## config.mk

```make
export PLATFORM = sky130hd
export DESIGN_NAME = fat_boot_sector_geometry_unit
export DESIGN_NICKNAME = d
export VERILOG_FILES = /design/src/sv/fbsg_pkg.sv /design/src/sv/fbsg_front.sv /design/src/sv/fbsg_queue.sv /design/src/sv/fbsg_back.sv /design/src/sv/fat_boot_sector_geometry_unit.sv
export SDC_FILE = /design/constraint.sdc
export NUM_CORES = 2
export LEC_CHECK = 0
export BUFFER_PORTS_ARGS = -buffer_cell sky130_fd_sc_hd__clkbuf_2
export CORE_ASPECT_RATIO = 1.1
export CORE_MARGIN = 1
export CORE_UTILIZATION = 33
export CTS_BUF_LIST = sky130_fd_sc_hd__clkbuf_4 sky130_fd_sc_hd__clkbuf_8
export DETAILED_ROUTE_END_ITERATION = 7
export GPL_ROUTABILITY_DRIVEN = 1
export PLACE_DENSITY = 0.58
export SETUP_SLACK_MARGIN = 0.05
export SLEW_MARGIN = 25
export SYNTH_ARGS = -nofsm -noshare
export SYNTH_HDL_FRONTEND = slang
export SYNTH_SLANG_ARGS = --single-unit
```

## constraint.sdc

```tcl
create_clock -name clk -period 9.8 [get_ports clk]
set_input_delay 0.49 -clock clk [delete_from_list [all_inputs] [get_ports clk]]
set_output_delay 0.49 -clock clk [all_outputs]
set_load 0.01 [all_outputs]
```

## src/sv/fbsg_pkg.sv

```systemverilog
// Shared types and constants for the FAT boot sector geometry unit.
// No dependencies; every other file imports this package.
package fbsg_pkg;

  // Boot sector byte offsets
  localparam int OFF_BPS_LO    = 'h0b;
  localparam int OFF_BPS_HI    = 'h0c;
  localparam int OFF_SPC       = 'h0d;
  localparam int OFF_RSV_LO    = 'h0e;
  localparam int OFF_RSV_HI    = 'h0f;
  localparam int OFF_COPIES    = 'h10;
  localparam int OFF_ROOT_LO   = 'h11;
  localparam int OFF_ROOT_HI   = 'h12;
  localparam int OFF_SPF_LO    = 'h16;
  localparam int OFF_SPF_HI    = 'h17;
  localparam int OFF_SHORT_SIG = 'h36;
  localparam int OFF_LONG_SIG  = 'h52;

  // Signature text "FAT1" + digit and "FAT32"
  localparam logic [7:0] CH_F = 8'h46;
  localparam logic [7:0] CH_A = 8'h41;
  localparam logic [7:0] CH_T = 8'h54;
  localparam logic [7:0] CH_1 = 8'h31;
  localparam logic [7:0] CH_2 = 8'h32;
  localparam logic [7:0] CH_3 = 8'h33;
  localparam logic [7:0] CH_6 = 8'h36;

  // Result codes
  localparam logic [1:0] STAT_OK       = 2'd0;
  localparam logic [1:0] STAT_NO_SIG   = 2'd1;
  localparam logic [1:0] STAT_ZERO_BPS = 2'd2;

  localparam logic [1:0] KIND_UNKNOWN = 2'd0;
  localparam logic [1:0] KIND_FAT12   = 2'd1;
  localparam logic [1:0] KIND_FAT16   = 2'd2;
  localparam logic [1:0] KIND_FAT32   = 2'd3;

  // Cluster caps
  localparam logic [15:0] FAT12_LIMIT = 16'h0ff7;
  localparam logic [15:0] FAT12_CAP   = 16'h0ff6;
  localparam logic [30:0] FAT16_LIMIT = 31'h0000fff7;
  localparam logic [15:0] FAT16_CAP   = 16'hfff6;
  // fat_bytes/3*2 >= 0xff7  <=>  fat_bytes >= 3*ceil(0xff7/2)
  localparam logic [31:0] FAT12_CAP_BYTES = 32'(3 * ((int'(FAT12_LIMIT) + 1) / 2));
  // x/3 == (x*0xaaab) >> 17 for any 16-bit x
  localparam logic [15:0] RECIP3 = 16'haaab;

  localparam int DIVN_W = 22;  // entries*32 + bps - 1

  typedef struct packed {
    logic [7:0] sector_byte;
    logic       start_req;
  } in_item_t;

  typedef struct packed {
    logic [1:0]  status;
    logic [1:0]  fat_kind;
    logic [15:0] bytes_per_sector;
    logic [7:0]  sectors_per_cluster;
    logic [15:0] root_entry_count;
    logic [15:0] fat_start_sector;
    logic [15:0] sectors_per_fat_table;
    logic [7:0]  fat_copies;
    logic [23:0] root_dir_sector;
    logic [31:0] cluster0_sector;
    logic [15:0] max_cluster;
  } result_t;

  // One classified sector handed from front to back
  typedef struct packed {
    logic [1:0]  kind;
    logic [15:0] bps;
    logic [7:0]  spc;
    logic [15:0] entries;
    logic [15:0] reserved;
    logic [15:0] spf;
    logic [7:0]  copies;
  } job_t;

  typedef struct packed {
    logic full;
    logic valid;
  } q_stat_t;

  typedef enum logic [1:0] {
    BK_IDLE,
    BK_MUL,
    BK_DIV,
    BK_FIN
  } back_state_t;

endpackage

```

## src/sv/fbsg_front.sv

```systemverilog
// Front end: byte counter, parameter-block capture and signature classification.
// Depends on fbsg_pkg.
module fbsg_front import fbsg_pkg::*; #(
  parameter int SECTOR_BYTES = 512
) (
  input  logic     clk,
  input  logic     rst,
  input  logic     push,
  input  in_item_t item,
  input  q_stat_t  q_stat,
  output logic     job_push,
  output job_t     job
);

  localparam int CNT_W = $clog2(SECTOR_BYTES);
  localparam logic [CNT_W-1:0] LAST = CNT_W'(SECTOR_BYTES - 1);

  logic [CNT_W-1:0] byte_count;
  logic [15:0] bps, rsv, entries, spf;
  logic [7:0]  spc, copies, digit;
  logic        short_ok, long_ok;

  logic [CNT_W-1:0] idx;
  logic [15:0] bps_next, rsv_next, entries_next, spf_next;
  logic [7:0]  spc_next, copies_next, digit_next;
  logic        short_ok_next, long_ok_next;
  logic        accept;
  logic [7:0]  b;

  assign accept = push && !q_stat.full;
  assign b      = item.sector_byte;

  always_comb begin
    idx = item.start_req ? '0 : byte_count;
    if (idx == '0) begin
      bps_next = '0; rsv_next = '0; entries_next = '0; spf_next = '0;
      spc_next = '0; copies_next = '0; digit_next = '0;
      short_ok_next = 1'b1; long_ok_next = 1'b1;
    end else begin
      bps_next = bps; rsv_next = rsv; entries_next = entries; spf_next = spf;
      spc_next = spc; copies_next = copies; digit_next = digit;
      short_ok_next = short_ok; long_ok_next = long_ok;
    end
    unique case (idx)
      CNT_W'(OFF_BPS_LO):      bps_next[7:0]      = b;
      CNT_W'(OFF_BPS_HI):      bps_next[15:8]     = b;
      CNT_W'(OFF_SPC):         spc_next           = b;
      CNT_W'(OFF_RSV_LO):      rsv_next[7:0]      = b;
      CNT_W'(OFF_RSV_HI):      rsv_next[15:8]     = b;
      CNT_W'(OFF_COPIES):      copies_next        = b;
      CNT_W'(OFF_ROOT_LO):     entries_next[7:0]  = b;
      CNT_W'(OFF_ROOT_HI):     entries_next[15:8] = b;
      CNT_W'(OFF_SPF_LO):      spf_next[7:0]      = b;
      CNT_W'(OFF_SPF_HI):      spf_next[15:8]     = b;
      CNT_W'(OFF_SHORT_SIG):   if (b != CH_F) short_ok_next = 1'b0;
      CNT_W'(OFF_SHORT_SIG+1): if (b != CH_A) short_ok_next = 1'b0;
      CNT_W'(OFF_SHORT_SIG+2): if (b != CH_T) short_ok_next = 1'b0;
      CNT_W'(OFF_SHORT_SIG+3): if (b != CH_1) short_ok_next = 1'b0;
      CNT_W'(OFF_SHORT_SIG+4): digit_next = b;
      CNT_W'(OFF_LONG_SIG):    if (b != CH_F) long_ok_next = 1'b0;
      CNT_W'(OFF_LONG_SIG+1):  if (b != CH_A) long_ok_next = 1'b0;
      CNT_W'(OFF_LONG_SIG+2):  if (b != CH_T) long_ok_next = 1'b0;
      CNT_W'(OFF_LONG_SIG+3):  if (b != CH_3) long_ok_next = 1'b0;
      CNT_W'(OFF_LONG_SIG+4):  if (b != CH_2) long_ok_next = 1'b0;
      default: ;
    endcase

    // "FAT1" wins over "FAT32" even when its digit is bad
    if (short_ok_next) begin
      if (digit_next == CH_2)      job.kind = KIND_FAT12;
      else if (digit_next == CH_6) job.kind = KIND_FAT16;
      else                         job.kind = KIND_UNKNOWN;
    end else if (long_ok_next) begin
      job.kind = KIND_FAT32;
    end else begin
      job.kind = KIND_UNKNOWN;
    end
    job.bps      = bps_next;
    job.spc      = spc_next;
    job.entries  = entries_next;
    job.reserved = rsv_next;
    job.spf      = spf_next;
    job.copies   = copies_next;
  end

  assign job_push = accept && (idx == LAST);

  always_ff @(posedge clk) begin
    if (rst) begin
      byte_count <= '0;
      bps <= '0; rsv <= '0; entries <= '0; spf <= '0;
      spc <= '0; copies <= '0; digit <= '0;
      short_ok <= 1'b1; long_ok <= 1'b1;
    end else if (accept) begin
      byte_count <= (idx == LAST) ? '0 : idx + 1'b1;
      bps <= bps_next; rsv <= rsv_next; entries <= entries_next; spf <= spf_next;
      spc <= spc_next; copies <= copies_next; digit <= digit_next;
      short_ok <= short_ok_next; long_ok <= long_ok_next;
    end
  end

endmodule

```

## src/sv/fbsg_queue.sv

```systemverilog
// Two-entry job queue between front and back.
// Depends on fbsg_pkg.
module fbsg_queue import fbsg_pkg::*; (
  input  logic    clk,
  input  logic    rst,
  input  logic    push,
  input  job_t    din,
  input  logic    pop,
  output job_t    dout,
  output q_stat_t stat
);

  job_t       mem [2];
  logic       wr_ptr, rd_ptr;
  logic [1:0] count;

  assign dout       = mem[rd_ptr];
  assign stat.valid = (count != 2'd0);
  assign stat.full  = (count == 2'd2);

  always_ff @(posedge clk) begin
    if (push) mem[wr_ptr] <= din;
  end

  always_ff @(posedge clk) begin
    if (rst) begin
      wr_ptr <= 1'b0;
      rd_ptr <= 1'b0;
      count  <= 2'd0;
    end else begin
      if (push) wr_ptr <= ~wr_ptr;
      if (pop)  rd_ptr <= ~rd_ptr;
      unique case ({push, pop})
        2'b10:   count <= count + 2'd1;
        2'b01:   count <= count - 2'd1;
        default: count <= count;
      endcase
    end
  end

endmodule

```

## src/sv/fbsg_back.sv

```systemverilog
// Back end: geometry arithmetic with a bit-serial divider and a result register.
// Depends on fbsg_pkg.
module fbsg_back import fbsg_pkg::*; (
  input  logic    clk,
  input  logic    rst,
  input  job_t    job,
  input  q_stat_t q_stat,
  output logic    job_pop,
  input  logic    pop,
  output logic    out_valid,
  output result_t result
);

  localparam int STEP_W = $clog2(DIVN_W);
  localparam logic [STEP_W-1:0] LAST_STEP = STEP_W'(DIVN_W - 1);

  back_state_t state, state_next;
  job_t        cur;
  logic [DIVN_W-1:0] quo;
  logic [16:0]       rem;
  logic [STEP_W-1:0] step;
  logic [23:0]       root;
  logic [31:0]       fat_bytes;
  logic              out_load;

  logic [16:0]       rem_sh;
  logic              ge;
  logic [DIVN_W-1:0] dividend;
  logic [28:0]       prod3;
  logic [30:0]       half;
  result_t           res_next;

  assign rem_sh   = {rem[15:0], quo[DIVN_W-1]};
  assign ge       = rem_sh >= {1'b0, cur.bps};
  // ceil(entries*32 / bps) numerator; bps == 0 is masked at the end
  assign dividend = {1'b0, job.entries, 5'b0} + {6'b0, job.bps} - DIVN_W'(1);

  always_ff @(posedge clk) begin
    if (rst) state <= BK_IDLE;
    else     state <= state_next;
  end

  always_comb begin
    state_next = state;
    job_pop    = 1'b0;
    out_load   = 1'b0;
    unique case (state)
      BK_IDLE: begin
        if (q_stat.valid) begin
          job_pop    = 1'b1;
          state_next = BK_MUL;
        end
      end
      BK_MUL: state_next = BK_DIV;
      BK_DIV: if (step == LAST_STEP) state_next = BK_FIN;
      BK_FIN: begin
        if (!out_valid || pop) begin
          out_load   = 1'b1;
          state_next = BK_IDLE;
        end
      end
      default: state_next = BK_IDLE;
    endcase
  end

  always_ff @(posedge clk) begin
    unique case (state)
      BK_IDLE: begin
        cur <= job;
        quo <= dividend;
      end
      BK_MUL: begin
        root      <= {8'b0, cur.reserved} + 24'(cur.spf * cur.copies);
        fat_bytes <= cur.spf * cur.bps;
        rem       <= '0;
        step      <= '0;
      end
      BK_DIV: begin
        rem  <= ge ? rem_sh - {1'b0, cur.bps} : rem_sh;
        quo  <= {quo[DIVN_W-2:0], ge};
        step <= step + 1'b1;
      end
      default: ;
    endcase
  end

  always_comb begin
    prod3    = fat_bytes[12:0] * RECIP3;
    half     = fat_bytes[31:1];
    res_next = '0;
    if (cur.kind == KIND_UNKNOWN) begin
      res_next.status = STAT_NO_SIG;
    end else begin
      res_next.fat_kind = cur.kind;
      if (cur.kind != KIND_FAT32) begin
        res_next.bytes_per_sector      = cur.bps;
        res_next.sectors_per_cluster   = cur.spc;
        res_next.root_entry_count      = cur.entries;
        res_next.fat_start_sector      = cur.reserved;
        res_next.sectors_per_fat_table = cur.spf;
        res_next.fat_copies            = cur.copies;
        res_next.root_dir_sector       = root;
        if (cur.bps == '0) begin
          res_next.status = STAT_ZERO_BPS;
        end else begin
          res_next.cluster0_sector = {8'b0, root} + {10'b0, quo} - {23'b0, cur.spc, 1'b0};
          if (cur.kind == KIND_FAT12) begin
            res_next.max_cluster = (fat_bytes >= FAT12_CAP_BYTES) ? FAT12_CAP
                                                                  : {3'b0, prod3[28:17], 1'b0};
          end else begin
            res_next.max_cluster = (half >= FAT16_LIMIT) ? FAT16_CAP : half[15:0];
          end
        end
      end
    end
  end

  always_ff @(posedge clk) begin
    if (out_load) result <= res_next;
  end

  always_ff @(posedge clk) begin
    if (rst)           out_valid <= 1'b0;
    else if (out_load) out_valid <= 1'b1;
    else if (pop)      out_valid <= 1'b0;
  end

endmodule

```

## src/sv/fat_boot_sector_geometry_unit.sv

```systemverilog
// Top level of the FAT boot sector geometry unit: front, job queue, back.
// Depends on fbsg_pkg, fbsg_front, fbsg_queue and fbsg_back.
//
//   channel  | handshake          | payload
//   ---------+--------------------+-----------------------------------
//   input    | push / full        | item   (in_item_t: byte, start)
//   result   | pop / empty        | result (result_t: geometry word)
//
// Bytes are taken one per cycle; full rises only when two finished sectors
// are queued and the back end has not started on either.
// Each sector's result takes one load, one multiply, 22 steps of the bit-serial
// root-sector divider and a finish state that waits while a result is unpopped.
// A waiting result stalls the back end; the queue keeps the front going until it fills.
// Reset (rst, synchronous) clears the byte count, capture, queue and result valid flag.
module fat_boot_sector_geometry_unit import fbsg_pkg::*; #(
  parameter int SECTOR_BYTES = 512
) (
  input  logic     clk,
  input  logic     rst,
  input  logic     push,
  output logic     full,
  input  in_item_t item,
  output logic     empty,
  input  logic     pop,
  output result_t  result
);

  job_t    f_job, q_job;
  logic    job_push, job_pop, out_valid;
  q_stat_t q_stat;

  // Front: counts bytes, captures the parameter block, classifies the type
  fbsg_front #(.SECTOR_BYTES(SECTOR_BYTES)) u_front (
    .clk      (clk),
    .rst      (rst),
    .push     (push),
    .item     (item),
    .q_stat   (q_stat),
    .job_push (job_push),
    .job      (f_job)
  );

  // Two sectors of slack between classification and arithmetic
  fbsg_queue u_queue (
    .clk  (clk),
    .rst  (rst),
    .push (job_push),
    .din  (f_job),
    .pop  (job_pop),
    .dout (q_job),
    .stat (q_stat)
  );

  // Back: root/cluster-0 sectors and cluster cap, holds the result word
  fbsg_back u_back (
    .clk       (clk),
    .rst       (rst),
    .job       (q_job),
    .q_stat    (q_stat),
    .job_pop   (job_pop),
    .pop       (pop),
    .out_valid (out_valid),
    .result    (result)
  );

  assign full  = q_stat.full;
  assign empty = !out_valid;

  // A finished sector never lands on a full queue
  a_no_overflow: assert property (@(posedge clk) disable iff (rst)
    job_push |-> !q_stat.full)
    else $error("job queue overflow");

  // Back end only pulls from a non-empty queue
  a_no_underflow: assert property (@(posedge clk) disable iff (rst)
    job_pop |-> q_stat.valid)
    else $error("job queue underflow");

  // Missing signature reports no type and no geometry
  a_nosig_clean: assert property (@(posedge clk) disable iff (rst)
    (!empty && result.status == STAT_NO_SIG) |->
      (result.fat_kind == KIND_UNKNOWN && result.root_dir_sector == '0))
    else $error("no-signature result carries data");

  // FAT12 cap holds
  a_fat12_cap: assert property (@(posedge clk) disable iff (rst)
    (!empty && result.fat_kind == KIND_FAT12) |-> (result.max_cluster <= FAT12_CAP))
    else $error("FAT12 max cluster above cap");

endmodule

```

Word-level counts from Yosys, hierarchy flattened
Memory sizes are Yosys's and may differ from the RTL's. A register that Yosys moved wholly into a read port is not among the register bits.
Index checks and enable logic that the tools add are counted.
- memories: 1
- word-level logic and storage cells: 178
- register bits: 443
- input port bits: 13
- memory bits (writable): 164
- multiplexer cells: 61
- reduce and logical (&&, ||, !) cells: 17
- $add $sub $neg: 10
- eq/ne operators: 41
- bitwise logic cells: 3
- multipliers: 3
- $lt $le $gt $ge: 3
- memories (memory ; depth ; width ; rd ports ; clocked after memory_dff ; write ports ; RTL line ; text):
    u_queue.mem ; 2 ; 82 ; 1 ; 1 ; 1 ; fbsg_queue.sv:13 ; job_t mem [2];
- operator list (operator ; count):
    16-bit 2-to-1 mux ; 7
    8-bit 2-to-1 mux ; 14
    9-bit by 4-bit equality test with 1-bit output, second input constant ; 5
    9-bit by 5-bit equality test with 1-bit output, second input constant ; 5
    9-bit by 6-bit equality test with 1-bit output, second input constant ; 5
    9-bit by 7-bit equality test with 1-bit output, second input constant ; 5
    22-bit one-hot mux with 2 select lines ; 1
    32-bit by 13-bit greater-or-equal comparator with 1-bit output, second input constant ; 1
    16-bit by 16-bit multiplier with 32-bit output ; 1
    16-bit one-hot mux with 2 select lines ; 1
    32-bit by 9-bit subtractor with 32-bit output ; 1
    31-bit by 16-bit greater-or-equal comparator with 1-bit output, second input constant ; 1
    13-bit by 16-bit multiplier with 29-bit output, second input constant ; 1
    24-bit by 22-bit adder with 25-bit output ; 1
    16-bit by 24-bit adder with 24-bit output ; 1
    16-bit by 8-bit multiplier with 24-bit output ; 1
    8-bit by 6-bit != test with 1-bit output, second input constant ; 3
    8-bit by 7-bit != test with 1-bit output, second input constant ; 3
    21-bit by 16-bit adder with 22-bit output ; 1
    1-bit 2-to-1 mux ; 22
    22-bit by 1-bit subtractor with 22-bit output, second input constant ; 1
    9-bit 2-to-1 mux ; 2
    17-bit by 16-bit greater-or-equal comparator with 1-bit output ; 1
    8-bit by 6-bit equality test with 1-bit output, second input constant ; 2
    29 further kinds ; 52

Longest topological paths before layout
- word-level depth: 8
- gate-level depth with buffers: 26
- depth with buffers taken out: 25

Modules after synthesis
A second synthesis with hierarchy kept.
- cell total of the unflattened synthesis: 4018
- area, all modules: 42517.0 um^2
- by module, submodules not included (module ; instances ; sequential area each (um^2) ; cells each ; area each (um^2)):
    fbsg_back ; 1 ; 9999.6 ; 3002 ; 31008.5
    fbsg_queue ; 1 ; 5024.8 ; 277 ; 6120.9
    fbsg_front ; 1 ; 1981.9 ; 738 ; 5383.9
    fat_boot_sector_geometry_unit ; 1 ; 0.0 ; 1 ; 3.8

Worst setup path after synthesis
OpenSTA, ideal clock, no wires.
- kind: input -> register
- from: input pop
- to: register, netlist name u_back.result[0]
- library setup time: 0.693 ns
- arrival: 7.447 ns
- buffers on the path: 0
- required time: 9.107 ns
- setup slack: 1.661 ns
- cell stages on the path: 2
- path through: nor2_1 nor2b_1
- longest elaborated chain between the ends: 3
- ends and longest elaborated chain (what ; RTL line ; text):
    start, declared ; fat_boot_sector_geometry_unit.sv:24 ; input logic pop,
    1-bit logical OR ; fbsg_back.sv:57 ; if (!out_valid || pop) begin
    1-bit 2-to-1 mux ; fbsg_back.sv:57 ;
    1-bit 2-to-1 mux ; fbsg_back.sv:47 ; unique case (state)
    named net u_back.out_load ; fbsg_back.sv:24 ; logic out_load;
The timed path passes the listed nets, and every way through them passes these cells.
A chain may end at the register's enable or synchronous reset.

Worst setup path after layout
- from: register u_back.cur[15] (netlist bit)
- to: register u_back.fat_bytes[31], data pin
- longest elaborated chain between the ends: 1
- ends and longest elaborated chain (what ; RTL line ; text):
    start, declared ; fbsg_back.sv:18 ; job_t cur;
    start signal, assigned ; fbsg_back.sv:69 ; cur <= job;
    16-bit by 16-bit multiplier with 32-bit output ; fbsg_back.sv:74 ; fat_bytes <= cur.spf * cur.bps;
    end signal, assigned ; fbsg_back.sv:74 ;
    end, declared ; fbsg_back.sv:23 ; logic [31:0] fat_bytes;
No other way between the ends.

==> metrics.md <==
| Metric | Value |
|---|---|
| Outcome | `complete, but fails checks` |
| Failing checks | `design-rule violations` |
| Syn Inst Count | `approximately 4k` |
| Seq/Total Area, Yosys | `0.4082` |
| Post-synth top area cell | `edfxtp_1` |
| Clock buffers created by TritonCTS | `around 100` |
| Max incr delay on CP | `1000 ps` |
| Arr. time, crit path | `between 8000 and 9000 ps` |
| Syn_area_per_cell | `between 10 and 15 µm²` |
| CTS tree | `yes` |
| Core area | `126,700 µm²` |
| Crit path launch type | `flip-flop` |
| Maximum fanout along the worst path | `25` |
| Largest net degree at the start of global routing | `89` |
| # DRC | `38` |
| Final setup violation count | `0` |
| Crit. End Element | `flip-flop` |
| NumNets Final | `4,777` |
| Setup TNS | `0 ps` |
| Seq cells post-synth | `608` |
| Area added between synthesis and finish | `11.99%` |
| Worst-Skew Late Latency | `around 840 ps` |
| Gr ovfl total | `0` |
| CP most frequent cell | `fa_1` |
| Share of cells above drive strength 1 | `0.1139` |
| First drt pass iteration count | `7` |
| Smallest hold slack | `298.7 ps` |
| Chip height | `approximately 380 µm` |
| Routed wire length | `between 100,000 and 150,000 µm` |
| Count of cell types in the netlist | `90` |
| Number of H-tree branching levels | `3` |
| Die Wd | `~340 µm` |
| DRT antenna net count | `0` |
| Die area | `129,000 µm²` |
| Post-synth EDFFs | `about 500` |
| Gr usage total | `0.1735` |
| Mapped Nets | `~4.6k` |
| Avg WL per Cell | `~19 µm` |
| CP max-delay cell | `edfxtp_1` |
| Yosys top cell area share | `0.3573` |
| Initial antenna violation count | `3` |
| Total number of vias | `between 20k and 30k` |
| RSZ-0062 raised after global routing | `false` |
| Placement Setup Slack | `between 2000 and 2500 ps` |
| Crit-path cells | `and2_1 > fa_1 > inv_1 > fa_1 > fa_1 > inv_1 > fa_1 > fa_1 > inv_1 > fa_1 > inv_1 > ha_1 > a21oi_1 > o21ai_0 > nor3b_1 > o41a_1 > a221oi_1 > nor2b_1 > o21a_1 > o21ai_0 > a211o_1 > a311oi_1 > xnor2_1` |
| Pleak | `approximately 20 nW` |
| Top FF cell, synth | `edfxtp_1` |
| Initial core utilization | `0.3324` |
| Yosys warning total | `0` |
| CTS Hold Buffers Added | `2` |
| Final period util | `0.7645` |
| Root Driver | `clkbuf_8` |
| VDD IR max | `around 0.10 mV` |
| Detailed placement HPWL | `slightly above 80,000 µm` |
| Gpl congestion | `0.8802` |
| # rows | `approximately 140` |
| CTS max path bufs | `3` |
| Worst Max-Slew Pin Slew | `1061 ps` |
| Hold Path Class | `in2reg` |
| Worst Skew | `approximately 73 ps` |
| Worst endpoint required time | `10,320 ps` |
| Post-CTS Setup Bufs | `0` |
| Most numerous cell in the Yosys netlist | `inv_1` |
| Vias per Instance | `approximately 4.9` |
| Cell Area, Synth | `42,110 µm²` |
| Delay-heaviest family, CP | `adder cells` |
| Hold Vio Cnt, Final | `0` |
| Top cells by count, synth | `inv_1, nand2_1, edfxtp_1` |
| Max-Cap Viols | `0` |
| CTS clk-pin slew, worst paths | `60 ps` |
| Slew Limit Fails | `0` |
| Post-CTS Resized | `0` |
| Cell Pwr Density | `approximately 110 nW/µm²` |
| First-pass GRT wire length | `about 170,000 µm` |
| I/O pin total | `approximately 170` |
| WS Path Type | `reg2reg` |
| Top cells by area, synth | `edfxtp_1, fa_1, ha_1` |
| Vias in the first global route | `approximately 29k` |
| Max-slew headroom | `0.2924` |
| Period minus WS final | `approximately 7500 ps` |
| Port Buffers | `170` |
| Setup slack after layout | `around 2300 ps` |
| Fmax | `about 130 MHz` |
| Initial DRC Count | `between 1.5k and 2k` |
| WP buf/inv | `4` |
| Ys async rst share | `0` |
| Sinks on Clock Net | `608` |
logic make-up (layout without fill, tap and decap cells):
group | count (synthesis) | count (layout) | share of synthesized area
flip-flops | 608 | 608 | 0.4082
adder cells (fa/ha/maj) | 667 | 667 | 0.2602
AO/OA/AOI/OAI | 511 | 511 | 0.07827
other | 0 | 4 | 0
multiplexers | 97 | 97 | 0.02466
XOR/XNOR | 119 | 119 | 0.02508
AND/OR/NAND/NOR | 1219 | 1219 | 0.1385
buffers and inverters | 730 | 966 | 0.06511
worst min-delay path, cell delays in order:
cell and delay (ps):
clkbuf_2 350, nor3_1 100, nand3_1 80, a21oi_1 60
per-stage QoR:
step	instances	instance area, µm²	utilization	total power [mW]
2_1_floorplan	3951	42110	-	2.846
3_3_place_gp	5655	44730	0.3531	2.871
3_5_place_dp	5655	44730	0.3531	2.872
4_1_cts	5853	47100	0.3718	5.475
5_1_grt	5857	47150	0.3722	5.585
6_report	5859	47160	0.3723	5.400
placed cells by master, fill, tap and decap left out, types with 57 or more instances in the layout:
| cell | netlist | routed |
|---|---|---|
| inv_1 | 563 | 562 |
| nand2_1 | 525 | 524 |
| edfxtp_1 | 501 | 501 |
| fa_1 | 348 | 348 |
| ha_1 | 319 | 315 |
| and2_1 | 253 | 252 |
| a21oi_1 | 182 | 182 |
| nor2_1 | 181 | 180 |
| clkbuf_2 | 0 | 169 |
| clkbuf_8 | 0 | 112 |
| dfxtp_1 | 107 | 106 |
| o21ai_0 | 101 | 101 |
| xnor2_1 | 77 | 77 |
| nand3_1 | 57 | 57 |
cell type report:
class | count | area (µm²)
Tap cell | 1668 | 2087
Sequential cell | 608 | 17190
Timing Repair Buffer | 207 | 1164
Multi-Input combinational cell | 2613 | 22240
Clock inverter | 46 | 526.8
Antenna cell | 4 | 10.01
Clock buffer | 150 | 1827
Fill cell | 12470 | 79520
Inverter | 563 | 2113
metal layers:
| layer | part of all wire | global-route usage |
|---|---|---|
| met5 | 0.00018 | 0 |
| met3 | 0.051 | 0.02993 |
| met2 | 0.49 | 0.2926 |
| met4 | 0.023 | 0.05147 |
| met1 | 0.44 | 0.2262 |
path summary, 6_finish.rpt:
check	end	cells after the start	start	slack, ps
min	u_front.byte_count[5]	4	item[0]	300
max	u_back.fat_bytes[31]	23	u_back.cur[15]	2310
min reg2reg	u_front.rsv[1]	2	u_front.rsv[1]	450
max reg2reg	u_back.fat_bytes[31]	23	u_back.cur[15]	2310
report_power, final:
group / internal (mW) / switching [mW]
registers: 2.76 / 0.000544
logic: 0.00997 / 0.0525
clock network: 1.44 / 1.14
flip-flops by register name, indices dropped and copies added, names as in the netlist, named ones only:
register            flops
u_back.step             5
u_back.quo             22
u_front.rsv            16
u_front.byte_count      9
u_front.entries        16
u_queue.wr_ptr          1
u_back.fat_bytes       32
u_front.long_ok         1
u_front.spf            16
u_queue.count           2
u_front.spc             8
u_front.bps            16
u_front.digit           8
u_back.cur             82
u_back.root            24
u_back.rem             16
u_back.out_valid        1
u_back.state            2
u_front.copies          8
u_queue.rd_ptr          1
u_back.result         156
u_front.short_ok        1
u_queue.mem           164
Power figures use the tool's default switching activity.
